<file path="src/sv/mcm_pkg.sv">
// Package for the MIDI control-change mapper: payload structs, table entry
// layout, kind and output codes, register indexes and MIDI byte constants.
// No dependencies.
package mcm_pkg;

   localparam int KIND_W      = 3;
   localparam int CHAN_W      = 7;
   localparam int LEVEL_W     = 8;
   localparam int CTRL_W      = 7;
   localparam int VALUE_W     = 7;
   localparam int SCALE_W     = 8;
   localparam int LISTEN_W    = 6;
   localparam int PROD_W      = VALUE_W + SCALE_W;
   localparam int CSR_ADDR_W  = 2;
   localparam int CSR_DATA_W  = 8;
   localparam int TABLE_DEPTH = 128;
   localparam int ENTRY_W     = KIND_W + CHAN_W + 1;

   // quotient estimate is product >> 7; the true quotient lies at most
   // MAX_CORR above it for both divisors
   localparam int DIV_SHIFT = 7;
   localparam int MAX_CORR  = 4;
   localparam int DIV_FADER = 127;
   localparam int DIV_PAN   = 126;

   localparam logic ACTION_MESSAGE = 1'b0;
   localparam logic ACTION_WRITE   = 1'b1;

   // table entry kinds
   localparam logic [KIND_W-1:0] ENTRY_NONE      = 3'd0;
   localparam logic [KIND_W-1:0] ENTRY_FADER     = 3'd1;
   localparam logic [KIND_W-1:0] ENTRY_PAN       = 3'd2;
   localparam logic [KIND_W-1:0] ENTRY_SOLO      = 3'd3;
   localparam logic [KIND_W-1:0] ENTRY_MUTE      = 3'd4;
   localparam logic [KIND_W-1:0] ENTRY_MUTE_SELF = 3'd5;

   // result control kinds
   localparam logic [KIND_W-1:0] CTRL_FADER     = 3'd0;
   localparam logic [KIND_W-1:0] CTRL_PAN       = 3'd1;
   localparam logic [KIND_W-1:0] CTRL_SOLO      = 3'd2;
   localparam logic [KIND_W-1:0] CTRL_MUTE      = 3'd3;
   localparam logic [KIND_W-1:0] CTRL_MUTE_SELF = 3'd4;

   // register indexes
   localparam logic [CSR_ADDR_W-1:0] CSR_LISTEN = 2'd0;
   localparam logic [CSR_ADDR_W-1:0] CSR_FADER  = 2'd1;
   localparam logic [CSR_ADDR_W-1:0] CSR_PAN    = 2'd2;

   // MIDI bytes
   localparam logic [7:0] STATUS_VOICE_LO = 8'h80;
   localparam logic [7:0] STATUS_SYSTEM   = 8'hF0;
   localparam logic [7:0] STATUS_CC       = 8'hB0;
   localparam logic [7:0] STATUS_CC_END   = 8'hC0;
   localparam logic [7:0] DATA_MAX        = 8'd127;
   localparam logic [7:0] FLAG_ON         = 8'h40;
   localparam logic [1:0] FULL_PACKET     = 2'd3;

   typedef struct packed {
      logic                action;
      logic [1:0]          byte_count;
      logic [7:0]          status_byte;
      logic [7:0]          data_one;
      logic [7:0]          data_two;
      logic [CTRL_W-1:0]   entry_index;
      logic [KIND_W-1:0]   entry_kind;
      logic [CHAN_W-1:0]   entry_channel;
      logic                entry_own_flag;
   } req_type;

   typedef struct packed {
      logic [KIND_W-1:0]   control_kind;
      logic [CHAN_W-1:0]   mixer_channel;
      logic                own_channel;
      logic [LEVEL_W-1:0]  level;
   } rsp_type;

   typedef struct packed {
      logic [KIND_W-1:0]   kind;
      logic [CHAN_W-1:0]   chan;
      logic                own;
   } entry_type;

   typedef struct packed {
      logic [PROD_W-1:0]   product;
      logic                is_pan;
   } scale_req_type;

   typedef enum logic [1:0] {
      ST_IDLE,
      ST_LOOKUP,
      ST_SCALE
   } state_type;

endpackage

</file>
<file path="src/sv/mcm_ram.sv">
// Generic single-write, single-read RAM with registered read data.
// No dependencies.
module mcm_ram #(
   parameter int WIDTH = 11,
   parameter int DEPTH = 128
) (
   input  logic                     clock,
   input  logic                     wr_en,
   input  logic [$clog2(DEPTH)-1:0] wr_addr,
   input  logic [WIDTH-1:0]         wr_data,
   input  logic [$clog2(DEPTH)-1:0] rd_addr,
   output logic [WIDTH-1:0]         rd_data
);

   logic [WIDTH-1:0] mem [DEPTH];
   logic [WIDTH-1:0] rd_data_ff;

   always_ff @(posedge clock) begin
      if (wr_en) begin
         mem[wr_addr] <= wr_data;
      end
      rd_data_ff <= mem[rd_addr];
   end

   assign rd_data = rd_data_ff;

endmodule

</file>
<file path="src/sv/mcm_scaler.sv">
// Exact floor division of a registered product by 127 (fader) or 126 (pan).
// Depends on mcm_pkg.
module mcm_scaler (
   input  mcm_pkg::scale_req_type           scale_req,
   output logic [mcm_pkg::LEVEL_W-1:0]      level
);
   import mcm_pkg::*;

   logic [LEVEL_W-1:0] q_est;
   logic [PROD_W-1:0]  base;
   logic [PROD_W-1:0]  rem;
   logic [2:0]         inc;

   // product/128 undershoots product/127 by < 2 and product/126 by < 4
   assign q_est = scale_req.product[PROD_W-1:DIV_SHIFT];
   assign base  = scale_req.is_pan
                ? (PROD_W'(q_est) << DIV_SHIFT) - (PROD_W'(q_est) << 1)
                : (PROD_W'(q_est) << DIV_SHIFT) - PROD_W'(q_est);
   assign rem   = scale_req.product - base;

   always_comb begin
      inc = '0;
      for (int k = 1; k <= MAX_CORR; k++) begin
         if (rem >= (scale_req.is_pan ? PROD_W'(k * DIV_PAN) : PROD_W'(k * DIV_FADER))) begin
            inc = 3'(k);
         end
      end
   end

   assign level = q_est + LEVEL_W'(inc);

endmodule

</file>
<file path="src/sv/midi_cc_to_mixer_control_mapper_top.sv">
// Top level of the MIDI control-change to mixer control mapper.
// Depends on mcm_pkg, mcm_ram and mcm_scaler.
//
//   channel  ports                          direction  transaction
//   req      req_valid/req_stall/req_data   in         message or table write
//   rsp      rsp_valid/rsp_stall/rsp_data   out        one mixer control result
//   csr      csr_we/csr_addr/csr_wdata      in         register write, no wait
//
// A table write is taken in the idle state; while idle, writes can follow each other every cycle.
// A message that passes the header checks and hits a mapped entry goes through
// accept, table read through the RAM and scaling from the registered product,
// and req stalls until it is done; one that hits an unmapped entry ends after
// the table read, and a dropped message is discarded at accept.
// Reset clears the 128 per-entry valid bits directly: no clearing pass.
// A result waits in the output register; a new item is taken meanwhile, and
// only the final scaling step holds (req stalls behind it) while that register is full and stalled.
module midi_cc_to_mixer_control_mapper_top #(
   parameter int MAX_CHANNELS = 128
) (
   input  logic                               clock,
   input  logic                               reset,
   input  logic                               req_valid,
   output logic                               req_stall,
   input  mcm_pkg::req_type                   req_data,
   output logic                               rsp_valid,
   input  logic                               rsp_stall,
   output mcm_pkg::rsp_type                   rsp_data,
   input  logic                               csr_we,
   input  logic [mcm_pkg::CSR_ADDR_W-1:0]     csr_addr,
   input  logic [mcm_pkg::CSR_DATA_W-1:0]     csr_wdata
);
   import mcm_pkg::*;

   localparam int ADDR_W = $clog2(TABLE_DEPTH);

   // configuration
   logic [LISTEN_W-1:0] listen_ff;
   logic [SCALE_W-1:0]  fader_fs_ff;
   logic [SCALE_W-1:0]  pan_fs_ff;

   always_ff @(posedge clock) begin
      if (reset) begin
         listen_ff   <= LISTEN_W'(-1);
         fader_fs_ff <= SCALE_W'(100);
         pan_fs_ff   <= SCALE_W'(100);
      end else if (csr_we) begin
         unique case (csr_addr)
            CSR_LISTEN: listen_ff   <= csr_wdata[LISTEN_W-1:0];
            CSR_FADER:  fader_fs_ff <= csr_wdata;
            CSR_PAN:    pan_fs_ff   <= csr_wdata;
            default:    ;
         endcase
      end
   end

   // state machine
   state_type state_ff, state_in;

   logic req_accept;
   logic msg_ok;
   logic chan_ok;
   logic write_ok;
   logic ram_we;
   logic lookup_en;
   logic rsp_load;
   logic load_ok;
   logic has_result;
   logic rsp_valid_ff;

   assign req_accept = req_valid && !req_stall;
   assign load_ok    = !rsp_valid_ff || !rsp_stall;

   // channel match: negative listens to nothing, zero to all
   logic [4:0] listen_m1;
   assign listen_m1 = listen_ff[4:0] - 5'd1;
   assign chan_ok   = !listen_ff[LISTEN_W-1]
                   && ((listen_ff == '0) || (listen_m1 == {1'b0, req_data.status_byte[3:0]}));

   assign msg_ok = (req_data.action == ACTION_MESSAGE)
                && (req_data.byte_count != '0)
                && (req_data.status_byte >= STATUS_VOICE_LO)
                && (req_data.status_byte <  STATUS_SYSTEM)
                && chan_ok
                && (req_data.status_byte >= STATUS_CC)
                && (req_data.status_byte <  STATUS_CC_END)
                && (req_data.byte_count == FULL_PACKET)
                && (req_data.data_one <= DATA_MAX)
                && (req_data.data_two <= DATA_MAX);

   // out-of-range channel writes are dropped unless the own flag is set
   assign write_ok = (req_data.action == ACTION_WRITE)
                  && (req_data.entry_own_flag
                      || ({1'b0, req_data.entry_channel} < 8'(MAX_CHANNELS)));

   always_comb begin
      state_in = state_ff;
      unique case (state_ff)
         ST_IDLE:   if (req_valid && msg_ok) state_in = ST_LOOKUP;
         ST_LOOKUP: state_in = has_result ? ST_SCALE : ST_IDLE;
         ST_SCALE:  if (load_ok) state_in = ST_IDLE;
         default:   state_in = ST_IDLE;
      endcase
   end

   always_comb begin
      req_stall = (state_ff != ST_IDLE);
      ram_we    = (state_ff == ST_IDLE) && req_valid && write_ok;
      lookup_en = (state_ff == ST_LOOKUP);
      rsp_load  = (state_ff == ST_SCALE) && load_ok;
   end

   always_ff @(posedge clock) begin
      if (reset) begin
         state_ff <= ST_IDLE;
      end else begin
         state_ff <= state_in;
      end
   end

   // mapping table: RAM plus one valid bit per entry; an unwritten entry
   // reads as kind none
   entry_type           wr_entry;
   logic [ENTRY_W-1:0]  ram_rdata;
   logic [TABLE_DEPTH-1:0] valid_ff;
   logic                valid_rd_ff;
   logic [ADDR_W-1:0]   rd_addr;

   assign rd_addr       = req_data.data_one[ADDR_W-1:0];
   assign wr_entry.kind = req_data.entry_kind;
   assign wr_entry.chan = req_data.entry_own_flag ? '0 : req_data.entry_channel;
   assign wr_entry.own  = req_data.entry_own_flag;

   mcm_ram #(
      .WIDTH (ENTRY_W),
      .DEPTH (TABLE_DEPTH)
   ) u_table (
      .clock   (clock),
      .wr_en   (ram_we),
      .wr_addr (req_data.entry_index[ADDR_W-1:0]),
      .wr_data (wr_entry),
      .rd_addr (rd_addr),
      .rd_data (ram_rdata)
   );

   always_ff @(posedge clock) begin
      if (reset) begin
         valid_ff <= '0;
      end else if (ram_we) begin
         valid_ff[req_data.entry_index[ADDR_W-1:0]] <= 1'b1;
      end
   end

   // sampled with the RAM read so both describe the same entry
   always_ff @(posedge clock) begin
      valid_rd_ff <= valid_ff[rd_addr];
   end

   // controller value, held from the accepted message
   logic [VALUE_W-1:0] value_ff;
   always_ff @(posedge clock) begin
      if (req_accept) begin
         value_ff <= req_data.data_two[VALUE_W-1:0];
      end
   end

   // lookup: decode the entry, register the product for scaling
   entry_type          entry;
   logic [KIND_W-1:0]  kind_c;
   logic [CHAN_W-1:0]  chan_c;
   logic               own_c;
   logic               is_pan_c;
   logic               scaled_c;
   logic [VALUE_W-1:0] mult_c;
   logic [SCALE_W-1:0] fs_c;
   logic               flag_c;

   assign entry  = valid_rd_ff ? entry_type'(ram_rdata) : '0;
   assign flag_c = ({1'b0, value_ff} >= FLAG_ON);

   always_comb begin
      has_result = 1'b1;
      kind_c     = CTRL_FADER;
      chan_c     = entry.chan;
      own_c      = entry.own;
      is_pan_c   = 1'b0;
      scaled_c   = 1'b0;
      mult_c     = value_ff;
      fs_c       = fader_fs_ff;
      unique case (entry.kind)
         ENTRY_FADER: begin
            scaled_c = 1'b1;
         end
         ENTRY_PAN: begin
            kind_c   = CTRL_PAN;
            is_pan_c = 1'b1;
            scaled_c = 1'b1;
            mult_c   = (value_ff == '0) ? '0 : value_ff - VALUE_W'(1);
            fs_c     = pan_fs_ff;
         end
         ENTRY_SOLO: kind_c = CTRL_SOLO;
         ENTRY_MUTE: kind_c = CTRL_MUTE;
         ENTRY_MUTE_SELF: begin
            kind_c = CTRL_MUTE_SELF;
            chan_c = '0;
            own_c  = 1'b0;
         end
         default: has_result = 1'b0;   // none and unused codes
      endcase
   end

   scale_req_type      scale_ff;
   logic               scaled_ff;
   logic               flag_ff;
   logic [KIND_W-1:0]  kind_ff;
   logic [CHAN_W-1:0]  chan_ff;
   logic               own_ff;

   always_ff @(posedge clock) begin
      if (lookup_en) begin
         scale_ff.product <= PROD_W'(mult_c) * PROD_W'(fs_c);
         scale_ff.is_pan  <= is_pan_c;
         scaled_ff        <= scaled_c;
         flag_ff          <= flag_c;
         kind_ff          <= kind_c;
         chan_ff          <= chan_c;
         own_ff           <= own_c;
      end
   end

   logic [LEVEL_W-1:0] scaled_level;

   mcm_scaler u_scaler (
      .scale_req (scale_ff),
      .level     (scaled_level)
   );

   // output register
   rsp_type rsp_data_ff;

   always_ff @(posedge clock) begin
      if (reset) begin
         rsp_valid_ff <= 1'b0;
      end else if (rsp_load) begin
         rsp_valid_ff <= 1'b1;
      end else if (!rsp_stall) begin
         rsp_valid_ff <= 1'b0;
      end
   end

   always_ff @(posedge clock) begin
      if (rsp_load) begin
         rsp_data_ff.control_kind  <= kind_ff;
         rsp_data_ff.mixer_channel <= chan_ff;
         rsp_data_ff.own_channel   <= own_ff;
         rsp_data_ff.level         <= scaled_ff ? scaled_level : LEVEL_W'(flag_ff);
      end
   end

   assign rsp_valid = rsp_valid_ff;
   assign rsp_data  = rsp_data_ff;

   // checks
   a_rsp_from_scale: assert property (@(posedge clock) disable iff (reset)
      $rose(rsp_valid_ff) |-> $past(state_ff) == ST_SCALE)
      else $error("result appeared without a scaling step");

   a_write_no_result: assert property (@(posedge clock) disable iff (reset)
      (req_accept && req_data.action == ACTION_WRITE) |=> state_ff == ST_IDLE)
      else $error("table write started a lookup");

   a_scale_holds: assert property (@(posedge clock) disable iff (reset)
      (state_ff == ST_SCALE && rsp_valid_ff && rsp_stall) |=> state_ff == ST_SCALE)
      else $error("scaled result dropped while output stalled");

   a_reset_clears_table: assert property (@(posedge clock)
      reset |=> valid_ff == '0)
      else $error("table valid bits not cleared by reset");

endmodule

</file>
<file path="config.mk">
export PLATFORM = sky130hd
export DESIGN_NAME = midi_cc_to_mixer_control_mapper_top
export DESIGN_NICKNAME = d
export VERILOG_FILES = /design/src/sv/mcm_pkg.sv /design/src/sv/mcm_ram.sv /design/src/sv/mcm_scaler.sv /design/src/sv/midi_cc_to_mixer_control_mapper_top.sv
export SDC_FILE = /design/constraint.sdc
export NUM_CORES = 2
export LEC_CHECK = 0
export BUFFER_PORTS_ARGS = -buffer_cell sky130_fd_sc_hd__buf_2
export CAP_MARGIN = 20
export CORE_ASPECT_RATIO = 1.1
export CORE_UTILIZATION = 40
export DETAILED_ROUTE_END_ITERATION = 8
export PLACE_DENSITY_LB_ADDON = 0.25
export SLEW_MARGIN = 25
export SYNTH_ARGS = -nofsm -noshare
export SYNTH_HDL_FRONTEND = slang
export SYNTH_SLANG_ARGS = --single-unit
</file>
<file path="constraint.sdc">
create_clock -name clock -period 13.38 [get_ports clock]
set_input_delay 2.676 -clock clock [delete_from_list [all_inputs] [get_ports clock]]
set_output_delay 2.676 -clock clock [all_outputs]
set_load 0.005 [all_outputs]
</file>
## Word-level counts from Yosys, hierarchy flattened

Memories as Yosys holds them, arrays and structs flattened. A register that Yosys moved wholly into a read port is not among the register bits.
Index checks and enable logic that the tools add are counted.

| word-level totals | value |
|---|---|
| flip-flop bits (word level) | 209 |
| bits in writable memories | 1408 |
| bits of input ports | 60 |
| logic and storage cells | 125 |
| memories | 1 |

| cells by class | value |
|---|---|
| equality and inequality tests | 14 |
| bitwise operators | 3 |
| $mul | 1 |
| multiplexer cells | 31 |
| magnitude comparators | 14 |
| $add $sub $neg | 6 |
| reduce and logical (&&, ||, !) cells | 35 |

Memories:

| name | words | width | rd ports | clocked after memory_dff | write ports | RTL line | source |
|---|---|---|---|---|---|---|---|
| u_table.mem | 128 | 11 | 1 | 1 | 1 | mcm_ram.sv:15 | `logic [WIDTH-1:0] mem [DEPTH];` |

Operators by type and width:

| operator | number |
|---|---|
| bitwise OR 128 bit | 1 |
| >= comparator 15 bit | 4 |
| two-way mux 7 bit | 3 |
| >= comparator 8 bit, second input constant | 2 |
| <= comparator 8 x 7 -> 1 bit, second input constant | 2 |
| logical AND 1 bit | 16 |
| less-than comparator 7 x 8 -> 1 bit, second input constant | 2 |
| less-than comparator 8 bit, second input constant | 2 |
| multiplier 7 x 8 -> 15 bit | 1 |
| two-way mux 15 bit | 1 |
| two-way mux 3 bit | 5 |
| subtractor 15 bit | 1 |
| subtractor 15 x 8 -> 15 bit | 1 |
| subtractor 15 x 9 -> 15 bit | 1 |
| two-way mux 1 bit | 12 |
| case mux 3 bit (4 select lines) | 1 |
| two-way mux 11 bit | 1 |
| adder 8 x 3 -> 8 bit | 1 |
| two-way mux 2 bit | 4 |
| two-way mux 8 bit | 1 |
| AND reduction 2 bit | 4 |
| binary-select mux 1 bit (select 7 bit) | 1 |
| demux 1 bit (select 7 bit) | 1 |
| >= comparator 7 x 1 -> 1 bit, second input constant | 1 |
| 21 further kinds | 35 |

## Logic depth before layout (Yosys ltp)

| depth | value |
|---|---|
| word-level depth | 13 |
| mapped depth | 23 |
| mapped depth without buffers | 22 |

## Modules after synthesis

Synthesis repeated with hierarchy kept, for this count alone.

| second synthesis, totals | value |
|---|---|
| cells, all modules | 3434 |
| area total of the unflattened synthesis | 66058.4 µm² |

By module, submodules not included:

| module | times used | area each (µm²) | cells an instance |
|---|---|---|---|
| mcm_ram | 1 | 54223.3 | 2178 |
| midi_cc_to_mixer_control_mapper_top | 1 | 10105.9 | 1021 |
| mcm_scaler | 1 | 1729.2 | 235 |

## Worst setup path before layout

Ideal clock, no wire load.

| path | value |
|---|---|
| path type | input port to flip-flop |
| start point | in req_data[0] (netlist bit) |
| end point | mem u_table.mem[0][1], data pin |
| stages | 1 |
| arrival | 5846 ps |
| path slack | 6699 ps |
| setup time | 835 ps |
| data required time | 12545 ps |
| cells stage by stage | nor2b_1 |

| between the ends | value |
|---|---|
| word-level cells in the longest chain between the ends | 1 |

RTL lines:

| what | RTL line | source |
|---|---|---|
| from (decl) | midi_cc_to_mixer_control_mapper_top.sv:24 | `input mcm_pkg::req_type req_data,` |
| two-way mux 7 bit | midi_cc_to_mixer_control_mapper_top.sv:130 | `assign wr_entry.chan = req_data.entry_own_flag ? '0 : req_data.entry_channel;` |
| to (decl) | mcm_ram.sv:15 |  |

Every way passes these cells.

==> results.md <==
- Worst r2r dst: rsp_data[6]
- Tcrit/Tclk final: between 40% and 50%
- # H-tree levels: 4
- Flop2flop setup slack: approximately 7400 ps
- Dominant cell type by area after synthesis: edfxtp_1
- Status: finished, final reports clean
- Critical Path Sink: u_table.rd_data[4]
- DRC: 0
- First-pass GRT wire length: around 230 mm
- DRT iter0 DRCs: 2,967
- Dpl ws: between 6000 and 7000 ps
- Cell Pwr Density: approximately 140 nW/um^2
- Post-DP HPWL: ~96 mm
- GPL Wtd Cong: ~0.8
- TNS Setup: 0 ps
- Util after Layout: 45.7%
- Skew final: between 20 and 25 ps
- Gr usage total: between 10% and 20%
- Crit Path Class: input pin to flip-flop
- CP max stage cell: buf_4
- Final Hold Viols: 0
- Worst r2r path cells: 21
- Pre-Repair DR Iteration Count: 5
- Num rows: 155
- Worst Setup Start Kind: input pin
- Via density: ~5.5
- CP cell instances: buf_8 -> buf_4 -> buf_4 -> mux4_2 -> mux4_2 -> mux4_2 -> mux2_2
- Post-CTS Hold Buffers: 0
- Final min period: approximately 6000 ps
- RSZ-0062 raised after global routing: false
- Post-CTS Resized: 0
- Number of global-route vias before repair: ~32,000
- Yosys warns: 0
- Post-route ant nets: 0
- Max-Cap Viols: 0
- Stages on worst setup path: 7
- Yosys reg bits: 1,628
- Largest stage delay, worst path: slightly above 800 ps
- Starting Density: about two fifths
- Actual slew at the worst max-slew pin: approximately 1100 ps
- Mapped Cells: 3,306
- Clock Pin Slew Worst Setup and Hold Paths: ~60 ps
- Crit end category: flip-flop
- Synth top area cells: edfxtp_1 (67%), mux4_2 (17%), dfxtp_1 (5.1%), nor2_1 (2.5%), ha_1 (1.2%)
- Post-CTS Setup Bufs: 0
- Largest net degree at the start of global routing: 140
- Synthesized cell area: 65,200 um^2
- Fmax: about 170 MHz
- Post-Syn Area per Cell: 19.7 um^2
- Critical Path Source: req_data[26]
- Io pins: 81
- Synth top area share: about two thirds
- Worst IR Drop VDD: around 0.096 mV
- Post-synth EDFFs: approximately 1,500
- CTS Buf Count: around 160
- Most frequent cell after synthesis: edfxtp_1
- Antenna violations before repair: 7
- CTS tree: yes
- CP Max Fanout: 50
- Commonest cells in the netlist: edfxtp_1 (1,463), mux4_2 (504), nor2_1 (441)
- Setup violations, final: 0
- Clock Latency Late Sink: roughly 800 ps
- Syn nets: 3,460
- Clk root buf: clkbuf_16
- WL final: between 150 and 200 mm
- Fin worst setup slack: approximately 7400 ps
- Port buffer count: 80
- Die Y: roughly 430 um
- Async SR Flop Fraction: 0%
- Leakage: 0.0242 uW
- CP Data Required Time: between 10,000 and 15,000 ps
- Core region area: about 160,000 um^2
- Reg-to-Reg Start: scale_ff[0]
- Distinct cells, synth: between 50 and 60
- Pins Over Slew Limit: 0
- Post-synth top flop: edfxtp_1
- CP dominant cell by count: mux4_2
- Num Clock Sinks: around 1,600
- WP data arrival: 6650 ps
- Die area: roughly 160,000 um^2
- Layout cell share with drive strength beyond 1: 28.3%
- Largest delay share family, worst path: buffers and inverters
- Avg WL per Cell: roughly 28 um
- Via count: ~32,000
- Overflow after GRT: 0
- Longest Clk Path Bufs: 3
- Sequential-to-total area share from yosys stat: approximately 72%
- Max transition margin: between 20% and 30%
- Die Wd: 387 um
- Layout Area Growth over Synthesis: 13.6%
- Hold WC Path Type: flip-flop to flip-flop
- WP buf/inv: 3
- Final net count: ~3,700
worst min path at each step:
stage | startpoint | to | slack, ps | cells past startpoint
floorplan | chan_ff[1] | rsp_data[10] | 400 | 0
global placement | kind_ff[0] | rsp_data[16] | 400 | 0
detailed placement | kind_ff[1] | rsp_data[17] | 410 | 0
CTS | kind_ff[1] | rsp_data[17] | 420 | 0
global route | chan_ff[3] | rsp_data[12] | 430 | 0
finish | kind_ff[1] | rsp_data[17] | 420 | 0
state kept, by name, indices dropped and copies added (netlist names):
signal,flops
scaled_ff,1
u_table.mem,1408
own_ff,1
chan_ff,7
rsp_valid,1
valid_rd_ff,1
fader_fs_ff,8
state_ff,2
u_table.rd_data,11
rsp_data,19
scale_ff,16
kind_ff,3
pan_fs_ff,8
valid_ff,128
flag_ff,1
value_ff,7
listen_ff,6
per-layer routing:
metal	GRT usage (%)	vias up	routed length [um]
met5	0	-	46
met4	5.07	8	3700
met3	3.28	198	8170
met2	32.5	863	80000
met1	26.4	17075	67400
li1	-	13684	-
metrics by stage:
stage / hold slack [ps] / total power [uW] / area, um^2 / cells
after floorplan: 400 / 6060 / 65200 / 3306
after global placement: 404 / 6290 / 68700 / 5452
after detailed placement: 407 / 6300 / 68800 / 5454
after CTS: 421 / 10700 / 74000 / 5760
after global routing: 428 / 10900 / 74100 / 5766
final: 420 / 10600 / 74100 / 5770
power breakdown:
group | total (uW) | switching, uW | internal [uW] | leakage, uW
combinational | 613 | 364 | 249 | 0.00693
sequential | 5570 | 15.6 | 5560 | 0.0147
clock | 4440 | 1940 | 2500 | 0.00256
cell type report:
class / count / area [um^2]
diodes: 4 / 10.0
clock buffers: 229 / 4500
clock inverters: 77 / 713
fillers: 13682 / 88000
inverters: 59 / 221
multi-input cells: 1458 / 17300
flip-flops and latches: 1628 / 47200
well taps: 2119 / 2650
repair buffers: 196 / 1490
placed cells by master, fill, tap and decap left out, drive strengths merged, types with 4 or more instances in the layout:
cell,n
xnor2,30
nor4,4
nand2b,10
a211o,12
o21a,6
nor3,18
buf,196
edfxtp,1463
inv,66
nand3b,6
nor2,441
ha,63
nor2b,27
o21ai,17
a21o,9
a31oi,7
and3,7
a21oi,42
mux2i,15
dfxtp,165
a2111oi,4
mux2,15
o31ai,4
clkbuf,229
and2,24
clkinv,62
fa,31
xor2,15
mux4,504
or2,5
bufinv,7
diode,4
nor3b,4
nand2,87
nand3,14
o211ai,4
cell families after synthesis:
group | share of synthesized area (%)
flip-flops | 72.4
AND/OR/NAND/NOR | 4.33
multiplexers | 17.9
buffers and inverters | 1.41
AO/OA/AOI/OAI | 1.22
adder cells (fa/ha/maj) | 2.16
XOR/XNOR | 0.604
(Power assumes the default switching activity.)
